File: src/rtl/phts_pkg.sv
// Shared types, constants and codes of the per-host traffic stats table.
`default_nettype none
package phts_pkg;

    localparam int ENTRIES_DEF = 256;
    localparam int PADDR_W = 4;
    localparam logic [15:0] FRAME_HDR_BYTES = 16'd14;

    // register indexes on the configuration port
    localparam logic [1:0] REG_ENABLE = 2'd0;
    localparam logic [1:0] REG_SUBNET_ADDR = 2'd1;
    localparam logic [1:0] REG_SUBNET_MASK = 2'd2;
    localparam logic [1:0] REG_OFFLINE_TIMEOUT = 2'd3;

    // request codes
    localparam logic [2:0] REQ_PACKET = 3'd0;
    localparam logic [2:0] REQ_TICK = 3'd1;
    localparam logic [2:0] REQ_SNAPSHOT = 3'd2;
    localparam logic [2:0] REQ_READ = 3'd3;
    localparam logic [2:0] REQ_FLUSH = 3'd4;

    typedef enum logic [2:0] {
        ST_TX = 3'd0,
        ST_RX = 3'd1,
        ST_NOTLOCAL = 3'd2,
        ST_DISABLED = 3'd3,
        ST_BADHDR = 3'd4,
        ST_ZERO = 3'd5,
        ST_DONE = 3'd6,
        ST_READ = 3'd7
    } status_t;

    typedef enum logic [2:0] {
        S_IDLE,
        S_RD,
        S_CHK,
        S_ALLOC,
        S_RES
    } state_t;

    typedef struct packed {
        logic        enable;
        logic [31:0] subnet_addr;
        logic [31:0] subnet_mask;
        logic [15:0] offline_timeout;
    } cfg_t;

    typedef struct packed {
        logic [31:0] txp;
        logic [31:0] txb;
        logic [31:0] rxp;
        logic [31:0] rxb;
    } counts_t;

    typedef struct packed {
        logic [31:0] addr;
        logic [47:0] mac;
        counts_t     live;
        counts_t     snap_now;
        counts_t     snap_before;
        logic [31:0] last_seen;
        logic        idle;
    } row_t;

    typedef struct packed {
        status_t     status;
        logic [7:0]  slot;
        logic        entry_valid;
        logic        new_entry;
        logic [31:0] host_ip;
        logic [47:0] host_mac;
        logic        offline;
        counts_t     counts;
    } result_t;

endpackage
`default_nettype wire

File: src/rtl/phts_cfg.sv
// APB-style configuration registers.
`default_nettype none
module phts_cfg (
    input  logic                         clk,
    input  logic                         rst_n,
    input  logic                         psel,
    input  logic                         penable,
    input  logic                         pwrite,
    input  logic [phts_pkg::PADDR_W-1:0] paddr,
    input  logic [31:0]                  pwdata,
    output logic [31:0]                  prdata,
    output logic                         pready,
    output phts_pkg::cfg_t               cfg
);
    import phts_pkg::*;

    cfg_t cfg_reg;
    logic wr;

    assign wr = psel && penable && pwrite;
    assign pready = 1'b1;

    // write registers
    always_ff @(posedge clk or negedge rst_n)
    begin
        if (!rst_n)
        begin
            cfg_reg.enable <= 1'b1;
            cfg_reg.subnet_addr <= 32'hC0A8_0001;
            cfg_reg.subnet_mask <= 32'hFFFF_FF00;
            cfg_reg.offline_timeout <= 16'd60;
        end
        else if (wr)
        begin
            unique case (paddr[3:2])
                REG_ENABLE: cfg_reg.enable <= pwdata[0];
                REG_SUBNET_ADDR: cfg_reg.subnet_addr <= pwdata;
                REG_SUBNET_MASK: cfg_reg.subnet_mask <= pwdata;
                REG_OFFLINE_TIMEOUT: cfg_reg.offline_timeout <= pwdata[15:0];
                default: ;
            endcase
        end
    end

    // read back
    always_comb
    begin
        unique case (paddr[3:2])
            REG_ENABLE: prdata = {31'd0, cfg_reg.enable};
            REG_SUBNET_ADDR: prdata = cfg_reg.subnet_addr;
            REG_SUBNET_MASK: prdata = cfg_reg.subnet_mask;
            REG_OFFLINE_TIMEOUT: prdata = {16'd0, cfg_reg.offline_timeout};
            default: prdata = 32'd0;
        endcase
    end

    assign cfg = cfg_reg;
endmodule
`default_nettype wire

File: config.mk
export PLATFORM = sky130hd
export DESIGN_NAME = phts_cfg
export DESIGN_NICKNAME = d
export VERILOG_FILES = /design/src/rtl/phts_pkg.sv /design/src/rtl/phts_cfg.sv
export SDC_FILE = /design/constraint.sdc
export NUM_CORES = 1
export LEC_CHECK = 0
export BUFFER_PORTS_ARGS = -buffer_cell sky130_fd_sc_hd__buf_2
export CAP_MARGIN = 20
export CORE_ASPECT_RATIO = 1.2
export CORE_MARGIN = 4
export CORE_UTILIZATION = 45
export DETAILED_ROUTE_END_ITERATION = 7
export PLACE_DENSITY = 0.73
export SYNTH_ARGS = -nofsm -noshare
export SYNTH_HDL_FRONTEND = slang
export SYNTH_SLANG_ARGS = --single-unit
File: constraint.sdc
create_clock -name clk -period 2.07 [get_ports clk]
set_clock_uncertainty 0.05 [all_clocks]
set_input_delay 0.414 -clock clk [delete_from_list [all_inputs] [get_ports clk]]
set_output_delay 0.414 -clock clk [all_outputs]
set_load 0.02 [all_outputs]
==> impl.org <==
** Global routing
- Entering global routing, the biggest net connects 38 pins.
- Vias in the first global route :: slightly below 3000
- Global routing consumed, over all layers together, 19.2% of the routing resources.
- For this run the aggregate overflow at the end of global routing stands at 0.
- Initial antenna violation count :: 0
- First-pass GRT wire length :: 15100 um

** Synthesis
- Synthesis inferred 81 register bits.
- Number of nets produced by synthesis :: between 200 and 300
- Sequential cells were found to cover 53.3% of the synthesized design area.
- Yosys warning count :: 0
- Each instance of the synthesized netlist takes up on average approximately 16 um2.
- Area of the mapped netlist :: 3880 um2
- Synth Instances :: 236
- Count of different cell masters after synthesis :: 17

** Setup path
- The critical path is of the in2out type.
- Critical path buffers and inverters :: 3
- Startpoint type of the worst setup path :: input port
- Critical-path cell list :: buf_2, buf_4, mux2_1, a22o_1, buf_2
- Required time at the worst-slack endpoint :: around 1.6 ns
- For the worst setup path, the data arrival time is 1.43 ns.
- Dominant delay contributor by cell family on the critical path :: buffers and inverters
- Largest incremental delay on the critical path :: 0.35 ns
- Endpoint type of the worst setup path :: primary output
- Along the worst path, the maximum fanout reaches 6.
- For this design, the slowest cell found on the critical path is sky130_fd_sc_hd__mux2_1.
- The cell that appears most often on the critical path is sky130_fd_sc_hd__buf_2.

** Min path
- The min-delay analysis places its worst path in the category in2reg.

** Clock tree
- Clock slew at the register clock pins of the worst setup and hold paths :: about 0.08 ns
- # resized after CTS :: 0
- Number of buffers inserted by post-CTS setup repair :: 0
- H-Tree Depth :: 3
- Clock tree from TritonCTS :: done
- Clock root buffer master :: sky130_fd_sc_hd__clkbuf_8
- Deepest clock path buffer count :: 2
- Total number of clock tree sinks :: between 80 and 90
- In this run, CTS created clock tree buffers numbering 9.
- The later pin in the worst-skew pair is clocked with a latency of approximately 0.34 ns.

** STA
- The worst path in the final design needs a cycle of 1.89 ns, including I/O delays and setup.
- Setup violations remaining at the end of the flow were counted as 0.
- Unrepaired setup endpoints after global routing :: false
- Crit share post-route :: ~91%
- The number of slew-limit violations in the final report was 0.
- Final setup TNS :: 0 ns
- Hold slack final :: 0.249 ns
- The number of hold violations in the final report came to 0.
- Static timing analysis puts the maximum clock frequency at 528 MHz.

** Route
- In the routed design, unresolved DRC markers number 0.
- In this run, the number of DRC markers left after iteration 0 of detailed routing was 62.
- Detailed-router iteration count before antenna repair :: 4
- The final layout contains routed wiring with a total length of 9400 um.
- Dividing the detail-routed via count by the number of cells gives 5.22.
- Vias after detailed routing :: about 2700
- After detailed routing, the average wire length per cell comes to between 15 and 20 um.
- Detail Route Antenna Nets :: 0

** Die
- Width of the die :: between 90 and 100 um
- From bottom edge to top edge, the die measures around 110 um.
- Initial Util :: 46.9%
- Placeable core region :: 8290 um2
- IO Count :: approximately 160
- Row count :: 36
- The floorplan step defined a die boundary enclosing ~10000 um2.

** Placement
- Detailed placement finished with a half-perimeter wire length of slightly above 7000 um.
- Routability-driven placement finished with a final weighted congestion of 0.736.
- Placed cell areas :: roughly 4800 um2
- During placement, the flow inserted port buffers numbering 151.
- Counting tap cells, the placed design contains a total of 499 instances.

** Finish
- End-of-flow core utilization :: 61.0%
- Post-route cell area :: 5060 um2
- Antenna fix cells :: 0
- The finished layout holds about 520 standard cells, fillers aside.
- Layout cells sized above 1 :: a little over 70%
- The register with the most flip-flops in the layout has 81 of them.
- After the last flow step, the layout net total stands at ~440.
- Relative to the synthesized area, the layout overhead comes to 30.3%.

** Outcome
- The run finished with clean final reports.

** Power
- Ratio of total power to cell area :: 1090 nW/um2
- Total leakage power :: 0.00253 uW
- Worst IR drop on VDD :: 599 uV

** Job
- The tool flagged a number of max-cap violations equal to 0.
cells in the mapped netlist (all sizes together):
cell type | n | area [um2]
a22o | 31 | 272
and2 | 1 | 8.76
and3 | 1 | 11.3
and3b | 1 | 8.76
buf | 17 | 143
clkbuf | 2 | 7.51
conb | 1 | 3.75
dfrtp | 46 | 1150
dfstp | 35 | 920
mux2 | 96 | 1310
mux4 | 1 | 22.5
nand3 | 1 | 10.0
nor2b | 2 | 12.5
nor3b | 1 | 7.51
per-layer routing:
metal	up-vias	track usage (%)	share of wire, %
met5	-	0	0
met2	120	31.8	48
met1	1379	24.2	44
met4	0	7.43	1.6
li1	1185	-	-
met3	12	5.00	7.1
stage by stage:
step	setup WS (ns)	power (uW)
6_report	0.177	5510
5_1_grt	0.0941	5780
4_1_cts	0.150	5570
3_5_place_dp	0.165	4360
3_3_place_gp	0.175	4300
2_1_floorplan	0.251	3640
logic make-up (layout without fill, tap and decap cells):
family                 Yosys count  in the layout  share of synthesized area (%)
AND/OR/NAND/NOR                  7              7                           1.51
other                            1              1                         0.0966
AO/OA/AOI/OAI                   31             31                           6.99
flip-flops                      81             81                           53.3
buffers and inverters           19            185                           3.87
multiplexers                    97             97                           34.2
where the power goes:
part / total [uW] / switching [uW] / internal [uW] / leakage [uW]
sequential: 2380 / 307 / 2070 / 0.000931
combinational: 1950 / 1050 / 895 / 0.00149
clock: 1180 / 529 / 656 / 0.000107
final cells by class:
class | instances | area, um2
fillers | 692 | 3230
flip-flops and latches | 81 | 2070
multi-input cells | 136 | 1670
clock inverters | 2 | 35.0
repair buffers | 169 | 971
well taps | 114 | 143
clock buffers | 14 | 173
repair_timing:
action                                  4_1_cts  5_1_grt
hold buffers                                  1        0
endpoints found under the setup margin        0        0
endpoints found under the hold margin        13        0
cells in the final DEF (no fill, tap or decap), types with 2 or more instances in the layout:
master / netlist / final
sky130_fd_sc_hd__buf_2: 6 / 150
sky130_fd_sc_hd__mux2_4: 60 / 60
sky130_fd_sc_hd__dfrtp_1: 46 / 46
sky130_fd_sc_hd__mux2_1: 36 / 36
sky130_fd_sc_hd__dfstp_2: 35 / 35
sky130_fd_sc_hd__a22o_1: 31 / 31
sky130_fd_sc_hd__clkbuf_8: 0 / 12
sky130_fd_sc_hd__buf_4: 3 / 12
sky130_fd_sc_hd__buf_12: 0 / 6
sky130_fd_sc_hd__clkbuf_1: 2 / 2
worst paths after layout:
path | slack (ns) | to | start | cells after the start
worst max-delay path | 0.18 | prdata[10] | paddr[3] | 5
worst min-delay path | 0.25 | cfg[68]$_DFFE_PN0P_ | pwdata[20] | 2
worst max register to register | 1.19 | cfg[15]$_DFFE_PN0P_ | cfg[15]$_DFFE_PN0P_ | 1
worst min register to register | 0.47 | cfg[16]$_DFFE_PN0P_ | cfg[16]$_DFFE_PN0P_ | 1
max in group asynchronous | 0.83 | cfg[69]$_DFFE_PN1P_ | rst_n | 3
min in group asynchronous | 0.49 | cfg[59]$_DFFE_PN0P_ | rst_n | 2
(Power assumes the default switching activity.)
