File: config.mk
export PLATFORM = sky130hd
export DESIGN_NAME = phts_ctrl_flat
export DESIGN_NICKNAME = d
export VERILOG_FILES = /design/src/rtl/phts_pkg.sv /design/src/rtl/phts_if.sv /design/src/rtl/phts_ctrl.sv /design/src/flat_wrapper.sv
export SDC_FILE = /design/constraint.sdc
export NUM_CORES = 2
export LEC_CHECK = 0
export BUFFER_PORTS_ARGS = -buffer_cell sky130_fd_sc_hd__buf_2
export CAP_MARGIN = 40
export CORE_AREA = 2 2 577 579
export CTS_BUF_LIST = sky130_fd_sc_hd__clkbuf_4
export DETAILED_ROUTE_END_ITERATION = 8
export DIE_AREA = 0 0 579 581
export PLACE_DENSITY = 0.39
export SKIP_LAST_GASP = 1
export SYNTH_ARGS = -nofsm -noshare
export SYNTH_HDL_FRONTEND = slang
export SYNTH_SLANG_ARGS = --single-unit
File: constraint.sdc
create_clock -name clk -period 14.15 [get_ports clk]
set_input_delay 2.1225 -clock clk [delete_from_list [all_inputs] [get_ports clk]]
set_output_delay 2.1225 -clock clk [all_outputs]
set_load 0.03 [all_outputs]
File: src/rtl/phts_pkg.sv
// Shared types, constants and codes of the per-host traffic stats table.
`default_nettype none
package phts_pkg;

    localparam int ENTRIES_DEF = 256;
    localparam int PADDR_W = 4;
    localparam logic [15:0] FRAME_HDR_BYTES = 16'd14;

    // register indexes on the configuration port
    localparam logic [1:0] REG_ENABLE = 2'd0;
    localparam logic [1:0] REG_SUBNET_ADDR = 2'd1;
    localparam logic [1:0] REG_SUBNET_MASK = 2'd2;
    localparam logic [1:0] REG_OFFLINE_TIMEOUT = 2'd3;

    // request codes
    localparam logic [2:0] REQ_PACKET = 3'd0;
    localparam logic [2:0] REQ_TICK = 3'd1;
    localparam logic [2:0] REQ_SNAPSHOT = 3'd2;
    localparam logic [2:0] REQ_READ = 3'd3;
    localparam logic [2:0] REQ_FLUSH = 3'd4;

    typedef enum logic [2:0] {
        ST_TX = 3'd0,
        ST_RX = 3'd1,
        ST_NOTLOCAL = 3'd2,
        ST_DISABLED = 3'd3,
        ST_BADHDR = 3'd4,
        ST_ZERO = 3'd5,
        ST_DONE = 3'd6,
        ST_READ = 3'd7
    } status_t;

    typedef enum logic [2:0] {
        S_IDLE,
        S_RD,
        S_CHK,
        S_ALLOC,
        S_RES
    } state_t;

    typedef struct packed {
        logic        enable;
        logic [31:0] subnet_addr;
        logic [31:0] subnet_mask;
        logic [15:0] offline_timeout;
    } cfg_t;

    typedef struct packed {
        logic [31:0] txp;
        logic [31:0] txb;
        logic [31:0] rxp;
        logic [31:0] rxb;
    } counts_t;

    typedef struct packed {
        logic [31:0] addr;
        logic [47:0] mac;
        counts_t     live;
        counts_t     snap_now;
        counts_t     snap_before;
        logic [31:0] last_seen;
        logic        idle;
    } row_t;

    typedef struct packed {
        status_t     status;
        logic [7:0]  slot;
        logic        entry_valid;
        logic        new_entry;
        logic [31:0] host_ip;
        logic [47:0] host_mac;
        logic        offline;
        counts_t     counts;
    } result_t;

endpackage
`default_nettype wire

File: src/rtl/phts_if.sv
// Valid/ready channel interfaces for request items and result items.
`default_nettype none
interface phts_in_if;
    logic        valid;
    logic        ready;
    logic [2:0]  req_type;
    logic [31:0] src_ip;
    logic [31:0] dst_ip;
    logic [47:0] src_mac;
    logic [47:0] dst_mac;
    logic [15:0] ip_total_len;
    logic        mac_header_ok;
    logic [7:0]  slot_index;
    logic        read_view;

    modport source (output valid, req_type, src_ip, dst_ip, src_mac, dst_mac,
                    ip_total_len, mac_header_ok, slot_index, read_view, input ready);
    modport sink (input valid, req_type, src_ip, dst_ip, src_mac, dst_mac,
                  ip_total_len, mac_header_ok, slot_index, read_view, output ready);
endinterface

interface phts_out_if;
    logic        valid;
    logic        ready;
    logic [2:0]  status;
    logic [7:0]  slot;
    logic        entry_valid;
    logic        new_entry;
    logic [31:0] host_ip;
    logic [47:0] host_mac;
    logic        offline;
    logic [31:0] tx_packets;
    logic [31:0] tx_bytes;
    logic [31:0] rx_packets;
    logic [31:0] rx_bytes;

    modport source (output valid, status, slot, entry_valid, new_entry, host_ip, host_mac,
                    offline, tx_packets, tx_bytes, rx_packets, rx_bytes, input ready);
    modport sink (input valid, status, slot, entry_valid, new_entry, host_ip, host_mac,
                  offline, tx_packets, tx_bytes, rx_packets, rx_bytes, output ready);
endinterface
`default_nettype wire

File: src/rtl/phts_ctrl.sv
// Sequencer: classifies items, searches and updates table rows, holds the result.
`default_nettype none
module phts_ctrl #(
    parameter int ENTRIES = phts_pkg::ENTRIES_DEF,
    localparam int IW = $clog2(ENTRIES)
) (
    input  logic           clk,
    input  logic           rst_n,
    input  phts_pkg::cfg_t cfg,
    phts_in_if.sink        in_ch,
    phts_out_if.source     out_ch,
    output logic [IW-1:0]  ram_addr,
    output logic           ram_we,
    output phts_pkg::row_t ram_wdata,
    input  phts_pkg::row_t ram_rdata
);
    import phts_pkg::*;

    localparam logic [IW:0] FULL = (IW+1)'(ENTRIES);
    localparam logic [IW-1:0] LAST_SLOT = IW'(ENTRIES - 1);

    state_t      state_reg, state_next;
    logic [2:0]  op_reg, op_next;
    logic        tx_reg, tx_next;
    logic [31:0] addr_reg, addr_next;
    logic [47:0] mac_reg, mac_next;
    logic [31:0] len_reg, len_next;
    logic        view_reg, view_next;
    logic [IW:0] idx_reg, idx_next;
    logic [IW:0] fill_reg, fill_next;
    logic [IW-1:0] victim_reg, victim_next;
    logic [31:0] now_reg, now_next;
    result_t     res_reg, res_next;
    result_t     out_reg, out_next;
    logic        out_valid_reg, out_valid_next;

    logic        acc;
    logic        hit;
    logic        last;
    logic        full;
    logic [IW-1:0] alloc_slot;
    logic [IW+8:0] sidx_w;
    logic        read_ok;
    status_t     cls_status;
    logic        cls_tx;
    logic [31:0] cls_addr;
    logic [47:0] cls_mac;
    logic [31:0] net;
    row_t        new_row;

    function automatic logic [7:0] slot8(input logic [IW-1:0] i);
        logic [IW+7:0] w;
        w = {8'd0, i};
        return w[7:0];
    endfunction

    function automatic row_t apply_pkt(input row_t r, input logic tx, input logic [47:0] mac,
                                       input logic [31:0] len, input logic [31:0] now);
        row_t u;
        u = r;
        if (mac != 48'd0)
        begin
            u.mac = mac;
        end
        if (tx)
        begin
            u.live.txp = r.live.txp + 32'd1;
            u.live.txb = r.live.txb + len;
        end
        else
        begin
            u.live.rxp = r.live.rxp + 32'd1;
            u.live.rxb = r.live.rxb + len;
        end
        u.last_seen = now;
        u.idle = 1'b0;
        return u;
    endfunction

    function automatic result_t report(input row_t r, input counts_t c, input logic [7:0] s,
                                       input status_t st, input logic fresh);
        result_t o;
        o = '0;
        o.status = st;
        o.slot = s;
        o.entry_valid = 1'b1;
        o.new_entry = fresh;
        o.host_ip = r.addr;
        o.host_mac = r.mac;
        o.offline = r.idle;
        o.counts = c;
        return o;
    endfunction

    assign in_ch.ready = (state_reg == S_IDLE);
    assign acc = in_ch.valid && in_ch.ready;
    assign hit = (ram_rdata.addr == addr_reg);
    assign last = ((idx_reg + 1'b1) == fill_reg);
    assign full = (fill_reg == FULL);
    assign alloc_slot = full ? victim_reg : fill_reg[IW-1:0];
    assign sidx_w = {{(IW+1){1'b0}}, in_ch.slot_index};
    assign read_ok = (sidx_w < {8'd0, fill_reg});

    // classify a packet against the subnet
    always_comb
    begin
        net = cfg.subnet_addr & cfg.subnet_mask;
        cls_tx = 1'b0;
        cls_addr = in_ch.dst_ip;
        cls_mac = in_ch.dst_mac;
        cls_status = ST_RX;
        priority if (!cfg.enable)
        begin
            cls_status = ST_DISABLED;
        end
        else if (cfg.subnet_addr == 32'd0 && cfg.subnet_mask == 32'd0)
        begin
            cls_status = ST_NOTLOCAL;
        end
        else if ((in_ch.src_ip & cfg.subnet_mask) == net)
        begin
            cls_tx = 1'b1;
            cls_addr = in_ch.src_ip;
            cls_mac = in_ch.src_mac;
            if (!in_ch.mac_header_ok)
            begin
                cls_status = ST_BADHDR;
            end
            else if (in_ch.src_ip == 32'd0)
            begin
                cls_status = ST_ZERO;
            end
            else
            begin
                cls_status = ST_TX;
            end
        end
        else if ((in_ch.dst_ip & cfg.subnet_mask) == net)
        begin
            cls_status = (in_ch.dst_ip == 32'd0) ? ST_ZERO : ST_RX;
        end
        else
        begin
            cls_status = ST_NOTLOCAL;
        end
    end

    // fresh row for an allocated slot
    always_comb
    begin
        new_row = '0;
        new_row.addr = addr_reg;
        new_row.mac = mac_reg;
        new_row.last_seen = now_reg;
        new_row.idle = 1'b1;
    end

    // next state
    always_comb
    begin
        state_next = state_reg;
        unique case (state_reg)
            S_IDLE:
            begin
                if (acc)
                begin
                    priority case (in_ch.req_type)
                        REQ_PACKET:
                        begin
                            if (cls_status != ST_TX && cls_status != ST_RX)
                                state_next = S_RES;
                            else if (fill_reg == '0)
                                state_next = S_ALLOC;
                            else
                                state_next = S_RD;
                        end
                        REQ_TICK, REQ_SNAPSHOT:
                            state_next = (fill_reg == '0) ? S_RES : S_RD;
                        REQ_READ:
                            state_next = read_ok ? S_RD : S_RES;
                        default:
                            state_next = S_RES;
                    endcase
                end
            end
            S_RD:
                state_next = S_CHK;
            S_CHK:
            begin
                priority if (op_reg == REQ_PACKET && hit)
                    state_next = S_RES;
                else if (op_reg == REQ_PACKET)
                    state_next = last ? S_ALLOC : S_RD;
                else if (op_reg == REQ_READ)
                    state_next = S_RES;
                else
                    state_next = last ? S_RES : S_RD;
            end
            S_ALLOC:
                state_next = S_RES;
            S_RES:
            begin
                if (!out_valid_reg || out_ch.ready)
                    state_next = S_IDLE;
            end
            default:
                state_next = S_IDLE;
        endcase
    end

    // datapath and memory access
    always_comb
    begin
        row_t    r;
        counts_t c;
        logic [31:0] d;
        op_next = op_reg;
        tx_next = tx_reg;
        addr_next = addr_reg;
        mac_next = mac_reg;
        len_next = len_reg;
        view_next = view_reg;
        idx_next = idx_reg;
        fill_next = fill_reg;
        victim_next = victim_reg;
        now_next = now_reg;
        res_next = res_reg;
        out_next = out_reg;
        out_valid_next = out_valid_reg;
        ram_addr = idx_reg[IW-1:0];
        ram_we = 1'b0;
        ram_wdata = ram_rdata;
        r = ram_rdata;
        c = ram_rdata.live;
        d = 32'd0;

        // drop the output once taken
        if (out_valid_reg && out_ch.ready)
            out_valid_next = 1'b0;

        unique case (state_reg)
            S_IDLE:
            begin
                if (acc)
                begin
                    op_next = in_ch.req_type;
                    tx_next = cls_tx;
                    addr_next = cls_addr;
                    mac_next = cls_mac;
                    len_next = {16'd0, in_ch.ip_total_len} + {16'd0, FRAME_HDR_BYTES};
                    view_next = in_ch.read_view;
                    idx_next = '0;
                    res_next = '0;
                    res_next.status = ST_DONE;
                    priority case (in_ch.req_type)
                        REQ_PACKET:
                            res_next.status = cls_status;
                        REQ_TICK:
                        begin
                            if (fill_reg == '0)
                                now_next = now_reg + 32'd1;
                        end
                        REQ_READ:
                        begin
                            res_next.status = ST_READ;
                            res_next.slot = in_ch.slot_index;
                            idx_next = sidx_w[IW:0];
                        end
                        REQ_FLUSH:
                        begin
                            fill_next = '0;
                            victim_next = '0;
                        end
                        default: ;
                    endcase
                end
            end
            S_RD: ;
            S_CHK:
            begin
                priority if (op_reg == REQ_PACKET)
                begin
                    if (hit)
                    begin
                        r = apply_pkt(ram_rdata, tx_reg, mac_reg, len_reg, now_reg);
                        ram_we = 1'b1;
                        ram_wdata = r;
                        res_next = report(r, r.live, slot8(idx_reg[IW-1:0]),
                                          tx_reg ? ST_TX : ST_RX, 1'b0);
                    end
                    else
                    begin
                        idx_next = idx_reg + 1'b1;
                    end
                end
                else if (op_reg == REQ_READ)
                begin
                    if (view_reg)
                    begin
                        c.txp = ram_rdata.snap_now.txp - ram_rdata.snap_before.txp;
                        c.txb = ram_rdata.snap_now.txb - ram_rdata.snap_before.txb;
                        c.rxp = ram_rdata.snap_now.rxp - ram_rdata.snap_before.rxp;
                        c.rxb = ram_rdata.snap_now.rxb - ram_rdata.snap_before.rxb;
                    end
                    res_next = report(ram_rdata, c, res_reg.slot, ST_READ, 1'b0);
                end
                else
                begin
                    // age or roll one row, then advance
                    if (op_reg == REQ_TICK)
                    begin
                        d = now_reg - ram_rdata.last_seen - {16'd0, cfg.offline_timeout};
                        if (!ram_rdata.idle && d != 32'd0 && !d[31])
                            r.idle = 1'b1;
                        if (last)
                            now_next = now_reg + 32'd1;
                    end
                    else
                    begin
                        r.snap_before = ram_rdata.snap_now;
                        r.snap_now = ram_rdata.live;
                    end
                    ram_we = 1'b1;
                    ram_wdata = r;
                    idx_next = idx_reg + 1'b1;
                end
            end
            S_ALLOC:
            begin
                r = apply_pkt(new_row, tx_reg, mac_reg, len_reg, now_reg);
                ram_addr = alloc_slot;
                ram_we = 1'b1;
                ram_wdata = r;
                res_next = report(r, r.live, slot8(alloc_slot), tx_reg ? ST_TX : ST_RX, 1'b1);
                if (full)
                    victim_next = (victim_reg == LAST_SLOT) ? '0 : victim_reg + 1'b1;
                else
                    fill_next = fill_reg + 1'b1;
            end
            S_RES:
            begin
                if (!out_valid_reg || out_ch.ready)
                begin
                    out_next = res_reg;
                    out_valid_next = 1'b1;
                end
            end
            default: ;
        endcase
    end

    // control registers
    always_ff @(posedge clk or negedge rst_n)
    begin
        if (!rst_n)
        begin
            state_reg <= S_IDLE;
            fill_reg <= '0;
            victim_reg <= '0;
            now_reg <= 32'd0;
            out_valid_reg <= 1'b0;
        end
        else
        begin
            state_reg <= state_next;
            fill_reg <= fill_next;
            victim_reg <= victim_next;
            now_reg <= now_next;
            out_valid_reg <= out_valid_next;
        end
    end

    // payload registers
    always_ff @(posedge clk)
    begin
        op_reg <= op_next;
        tx_reg <= tx_next;
        addr_reg <= addr_next;
        mac_reg <= mac_next;
        len_reg <= len_next;
        view_reg <= view_next;
        idx_reg <= idx_next;
        res_reg <= res_next;
        out_reg <= out_next;
    end

    assign out_ch.valid = out_valid_reg;
    assign out_ch.status = out_reg.status;
    assign out_ch.slot = out_reg.slot;
    assign out_ch.entry_valid = out_reg.entry_valid;
    assign out_ch.new_entry = out_reg.new_entry;
    assign out_ch.host_ip = out_reg.host_ip;
    assign out_ch.host_mac = out_reg.host_mac;
    assign out_ch.offline = out_reg.offline;
    assign out_ch.tx_packets = out_reg.counts.txp;
    assign out_ch.tx_bytes = out_reg.counts.txb;
    assign out_ch.rx_packets = out_reg.counts.rxp;
    assign out_ch.rx_bytes = out_reg.counts.rxb;

`ifndef SYNTH
    a_fill_bound: assert property (@(posedge clk) disable iff (!rst_n) fill_reg <= FULL)
        else $error("fill count beyond table size");
    a_victim_full: assert property (@(posedge clk) disable iff (!rst_n)
        (victim_reg != '0) |-> (fill_reg == FULL))
        else $error("victim pointer moved before table filled");
    a_we_state: assert property (@(posedge clk) disable iff (!rst_n)
        ram_we |-> (state_reg == S_CHK || state_reg == S_ALLOC))
        else $error("memory write outside update states");
    a_acc_busy: assert property (@(posedge clk) disable iff (!rst_n)
        acc |=> (state_reg != S_IDLE))
        else $error("accepted item left no work");
`endif
endmodule
`default_nettype wire
File: src/flat_wrapper.sv
// flat-port wrapper written by rule: the top's interface ports become plain ports
module phts_ctrl_flat import phts_pkg::*;
#(
    parameter int ENTRIES = phts_pkg::ENTRIES_DEF,
    localparam int IW = $clog2(ENTRIES)
)
  (clk, rst_n, cfg, ram_addr, ram_we, ram_wdata, ram_rdata, in_ch_valid, in_ch_req_type, in_ch_src_ip, in_ch_dst_ip, in_ch_src_mac, in_ch_dst_mac, in_ch_ip_total_len, in_ch_mac_header_ok, in_ch_slot_index, in_ch_read_view, in_ch_ready, out_ch_valid, out_ch_status, out_ch_slot, out_ch_entry_valid, out_ch_new_entry, out_ch_host_ip, out_ch_host_mac, out_ch_offline, out_ch_tx_packets, out_ch_tx_bytes, out_ch_rx_packets, out_ch_rx_bytes, out_ch_ready);
  phts_in_if in_ch_i ();
  phts_out_if out_ch_i ();
  input  logic clk;
  input  logic rst_n;
  input  phts_pkg::cfg_t cfg;
  output logic [IW-1:0] ram_addr;
  output logic ram_we;
  output phts_pkg::row_t ram_wdata;
  input  phts_pkg::row_t ram_rdata;
  input wire logic [$bits(in_ch_i.valid)-1:0] in_ch_valid;
  input wire logic [$bits(in_ch_i.req_type)-1:0] in_ch_req_type;
  input wire logic [$bits(in_ch_i.src_ip)-1:0] in_ch_src_ip;
  input wire logic [$bits(in_ch_i.dst_ip)-1:0] in_ch_dst_ip;
  input wire logic [$bits(in_ch_i.src_mac)-1:0] in_ch_src_mac;
  input wire logic [$bits(in_ch_i.dst_mac)-1:0] in_ch_dst_mac;
  input wire logic [$bits(in_ch_i.ip_total_len)-1:0] in_ch_ip_total_len;
  input wire logic [$bits(in_ch_i.mac_header_ok)-1:0] in_ch_mac_header_ok;
  input wire logic [$bits(in_ch_i.slot_index)-1:0] in_ch_slot_index;
  input wire logic [$bits(in_ch_i.read_view)-1:0] in_ch_read_view;
  output wire logic [$bits(in_ch_i.ready)-1:0] in_ch_ready;
  output wire logic [$bits(out_ch_i.valid)-1:0] out_ch_valid;
  output wire logic [$bits(out_ch_i.status)-1:0] out_ch_status;
  output wire logic [$bits(out_ch_i.slot)-1:0] out_ch_slot;
  output wire logic [$bits(out_ch_i.entry_valid)-1:0] out_ch_entry_valid;
  output wire logic [$bits(out_ch_i.new_entry)-1:0] out_ch_new_entry;
  output wire logic [$bits(out_ch_i.host_ip)-1:0] out_ch_host_ip;
  output wire logic [$bits(out_ch_i.host_mac)-1:0] out_ch_host_mac;
  output wire logic [$bits(out_ch_i.offline)-1:0] out_ch_offline;
  output wire logic [$bits(out_ch_i.tx_packets)-1:0] out_ch_tx_packets;
  output wire logic [$bits(out_ch_i.tx_bytes)-1:0] out_ch_tx_bytes;
  output wire logic [$bits(out_ch_i.rx_packets)-1:0] out_ch_rx_packets;
  output wire logic [$bits(out_ch_i.rx_bytes)-1:0] out_ch_rx_bytes;
  input wire logic [$bits(out_ch_i.ready)-1:0] out_ch_ready;
  assign in_ch_i.valid = in_ch_valid;
  assign in_ch_i.req_type = in_ch_req_type;
  assign in_ch_i.src_ip = in_ch_src_ip;
  assign in_ch_i.dst_ip = in_ch_dst_ip;
  assign in_ch_i.src_mac = in_ch_src_mac;
  assign in_ch_i.dst_mac = in_ch_dst_mac;
  assign in_ch_i.ip_total_len = in_ch_ip_total_len;
  assign in_ch_i.mac_header_ok = in_ch_mac_header_ok;
  assign in_ch_i.slot_index = in_ch_slot_index;
  assign in_ch_i.read_view = in_ch_read_view;
  assign in_ch_ready = in_ch_i.ready;
  assign out_ch_valid = out_ch_i.valid;
  assign out_ch_status = out_ch_i.status;
  assign out_ch_slot = out_ch_i.slot;
  assign out_ch_entry_valid = out_ch_i.entry_valid;
  assign out_ch_new_entry = out_ch_i.new_entry;
  assign out_ch_host_ip = out_ch_i.host_ip;
  assign out_ch_host_mac = out_ch_i.host_mac;
  assign out_ch_offline = out_ch_i.offline;
  assign out_ch_tx_packets = out_ch_i.tx_packets;
  assign out_ch_tx_bytes = out_ch_i.tx_bytes;
  assign out_ch_rx_packets = out_ch_i.rx_packets;
  assign out_ch_rx_bytes = out_ch_i.rx_bytes;
  assign out_ch_i.ready = out_ch_ready;
  phts_ctrl #(.ENTRIES(ENTRIES)) u_core (.clk(clk), .rst_n(rst_n), .cfg(cfg), .in_ch(in_ch_i), .out_ch(out_ch_i), .ram_addr(ram_addr), .ram_we(ram_we), .ram_wdata(ram_wdata), .ram_rdata(ram_rdata));
endmodule
==> metrics.md <==
| Metric | Value |
|---|---|
| Status | completed |
| RePlAce Congestion | approximately 0.98 |
| Post-synth top cells | nand2_1, edfxtp_1, o21ai_0 |
| Worst hold path class | flop to flop |
| CTS Buffer Depth | 4 |
| Filler Cells Inserted | ~37000 |
| Hold-fix buffers, CTS | 0 |
| Delay-heaviest family, CP | buffers and inverters |
| Pwr dens | ~130 nW/um^2 |
| Most frequent cell after synthesis | nand2_1 |
| DRC viols | 0 |
| Initial Util | roughly 14% |
| Startpoint types | input port |
| Final hold vios | 0 |
| Synth area leader | edfxtp_1 |
| Layout area overhead | 35.2% |
| CTS buffer count | between 150 and 200 |
| Post-synth ARST share | under 10% |
| Synthesized area | 45600 um^2 |
| Type of the worst setup path | input port to output port |
| Post-synth EDFFs | roughly 560 |
| Setup Skew | about 0.13 ns |
| RR Startpoint | u_core.addr_reg[26] |
| Prevailing post-synth register cell | edfxtp_1 |
| Total global-route track usage | 22.2% |
| Slowest-stage cell, CP | o31ai_1 |
| Slew @ Worst Pin | approximately 1 ns |
| Syn Area/Cell | 9.07 um^2 |
| Min-Delay Startpoint | u_core.res_reg[25] |
| Yosys cell types | 89 |
| Total grt overflow | 0 |
| Routed wire per std cell | around 35 um |
| CTS Root Cell | clkbuf_4 |
| Fin crit share | approximately two thirds |
| DR iter-0 viols | a little over 5000 |
| Die width | just under 600 um |
| Share of the synthesized area in the top cell type | between 30% and 40% |
| Number of port buffers | 1500 |
| Sum of negative setup slack | 0 ns |
| Register-to-register setup slack | approximately 8.6 ns |
| DR pass1 iterations | 8 |
| Largest stage delay, worst path | approximately 0.76 ns |
| Vias/cell | 4.60 |
| Rows | between 200 and 250 |
| Ys Warns | 0 |
| Lkg Pwr | around 26 nW |
| Fin area | between 60000 and 70000 um^2 |
| CTS tree | yes |
| CTS sink cnt | 608 |
| Die ar. | approximately 340000 um^2 |
| Maximum vdd drop | about 0.076 mV |
| FF+latch count, synth | around 610 |
| Post-Route WL | 391000 um |
| Buffers & Inverters on Critical Path | 7 |
| Post-DRT Antenna Nets | 0 |
| Crit end category | output port |
| First-pass GRT wire length | 495000 um |
| R2r endpoint | u_core.res_reg[61] |
| Cells after Synth | just over 5000 |
| Antenna violations before repair | ~140 |
| Top cells by area, synth | edfxtp_1, ha_1, a22o_1 |
| CP Cell Sequence | buf_2 > xor2_1 > nor4_1 > nand4_1 > nor2_4 > buf_4 > clkinv_1 > nor2_1 > nand2_4 > buf_4 > buf_4 > buf_16 > o31ai_1 > buf_2 |
| Clk pin slew, worst setup/hold paths | approximately 0.060 ns |
| Vias in the first global route | between 40000 and 50000 |
| Max_cap viols | 0 |
| Syn_nets | 6041 |
| H-tree depth | 4 |
| Hold path endpoint | u_core.out_ch.rx_bytes[25] |
| Worst R2R Path Depth | 13 |
| Fmax | roughly 110 MHz |
| Post-CTS sizing | 0 |
| Critical path arrival | just over 7 ns |
| Vias | between 50000 and 60000 |
| Register area share after synthesis | between 30% and 40% |
| Post-CTS Setup Bufs | 0 |
| Die Y | slightly below 600 um |
| Unrepaired setup endpoints after global routing | no |
| Clock latency on the worst-skew pair | 1.31 ns |
| Tmin final | 9.16 ns |
| Slew Limit Fails | 0 |
| Worst-path fanout max | 54 |
| Dpl hpwl | between 300000 and 400000 um |
| Max reg flops | between 200 and 250 |
| DP Area | 58900 um^2 |
| Worst Hold Path Cells | 0 |
| Most frequent CP cell | buf_4 |
| Hold Slack | roughly 0.38 ns |
| Final setup violation count | 0 |
| Total power | between 7 and 8 mW |
| Pin count of the biggest net entering global routing | approximately 130 |
| Slew HR | a little under a third |
| Share of post-route cells with drive strength above 1 | 31.1% |
| Nets | about 7600 |
| Core ar. | 330000 um^2 |
| CP required | roughly 12 ns |
| I/O pin total | 1501 |
==> report_power, final <==
part / internal [mW] / switching, mW / leakage, nW
Combinational: 0.816 / 2.33 / 18.7
Sequential: 2.57 / 0.303 / 5.98
Clock: 0.957 / 1.00 / 1.50
==> layout by cell type (no fill, tap or decap), drive strengths merged, types with 60 or more instances in the layout <==
master | synthesis | routed
and3 | 64 | 64
a21o | 97 | 97
inv | 323 | 326
xor2 | 171 | 171
nand3 | 111 | 111
mux2i | 70 | 70
clkinv | 0 | 71
xnor2 | 149 | 149
nand4 | 71 | 71
nor3 | 98 | 98
o31ai | 67 | 67
o21ai | 369 | 369
ha | 221 | 221
diode | 0 | 60
nor4 | 70 | 70
a22o | 314 | 314
clkbuf | 240 | 275
nor2 | 271 | 271
nand2 | 720 | 720
a21oi | 263 | 263
edfxtp | 555 | 555
buf | 51 | 1637
==> worst max-delay path by stage <==
stage | startpoint | endpoint | slack [ns] | depth (start not counted)
after floorplan | out_ch_ready | u_core.out_ch.entry_valid | 1.97 | 2
after global placement | ram_rdata[491] | ram_wdata[394] | 4.09 | 13
after detailed placement | ram_rdata[491] | ram_wdata[381] | 4.98 | 17
after CTS | ram_rdata[491] | ram_wdata[381] | 4.96 | 17
after global routing | ram_rdata[491] | ram_wdata[381] | 4.90 | 17
final | ram_rdata[491] | ram_wdata[401] | 4.99 | 14
==> final cells by class <==
| class | instances | area, um^2 | share of cell area [%] |
|---|---|---|---|
| multi-input combinational | 3805 | 25500 | 41.4 |
| sequential | 608 | 18000 | 29.2 |
| clock inverter | 81 | 447 | 0.725 |
| antenna | 60 | 150 | 0.244 |
| timing repair buffer | 1640 | 8750 | 14.2 |
| tap | 4366 | 5460 | 8.87 |
| clock buffer | 275 | 2060 | 3.35 |
| inverter | 323 | 1210 | 1.97 |
==> cell families (layout without fill, tap and decap cells) <==
family                   count (synthesis)  in the layout  synth area share, %
AND/OR/NAND/NOR                       1583           1583                 16.1
AO/OA/AOI/OAI                         1529           1529                 23.1
buffers and inverters                  614           2319                 5.10
flip-flops                             608            608                 39.5
XOR/XNOR                               321            321                 6.21
adder cells (fa/ha/maj)                243            243                 7.03
multiplexers                           129            129                 2.99
other                                    0             60                    0
==> metrics by stage <==
step                instances  setup WS, ns  util [%]
finish                  11200          4.99      18.7
global route            11100          4.90      18.7
CTS                     11100          4.96      18.6
detailed placement      10700          4.98      17.9
global placement        10700          4.09      17.7
floorplan                5027          1.97         -
==> per-layer routing <==
| layer | track usage (%) | share of wire (%) | vias up |
|---|---|---|---|
| met5 | 0 | 0.12 | - |
| met4 | 12.4 | 6.1 | 72 |
| met3 | 5.94 | 8.4 | 671 |
| met2 | 35.8 | 46 | 2949 |
| met1 | 26.4 | 39 | 25600 |
| li1 | - | - | 22000 |
==> worst reg2reg max path, cell delays in order, from the launching register on <==
cell	delay [ns]
edfxtp_1	0.42
xor2_1	0.23
nor4_1	0.58
nand4_1	0.29
nor2_4	0.25
buf_4	0.39
clkinv_1	0.18
buf_4	0.30
or3_1	0.40
a21oi_1	0.20
nor2_1	0.09
a21oi_4	0.41
buf_4	0.61
buf_4	0.72
Note: power is estimated with default switching activity, not from simulation.
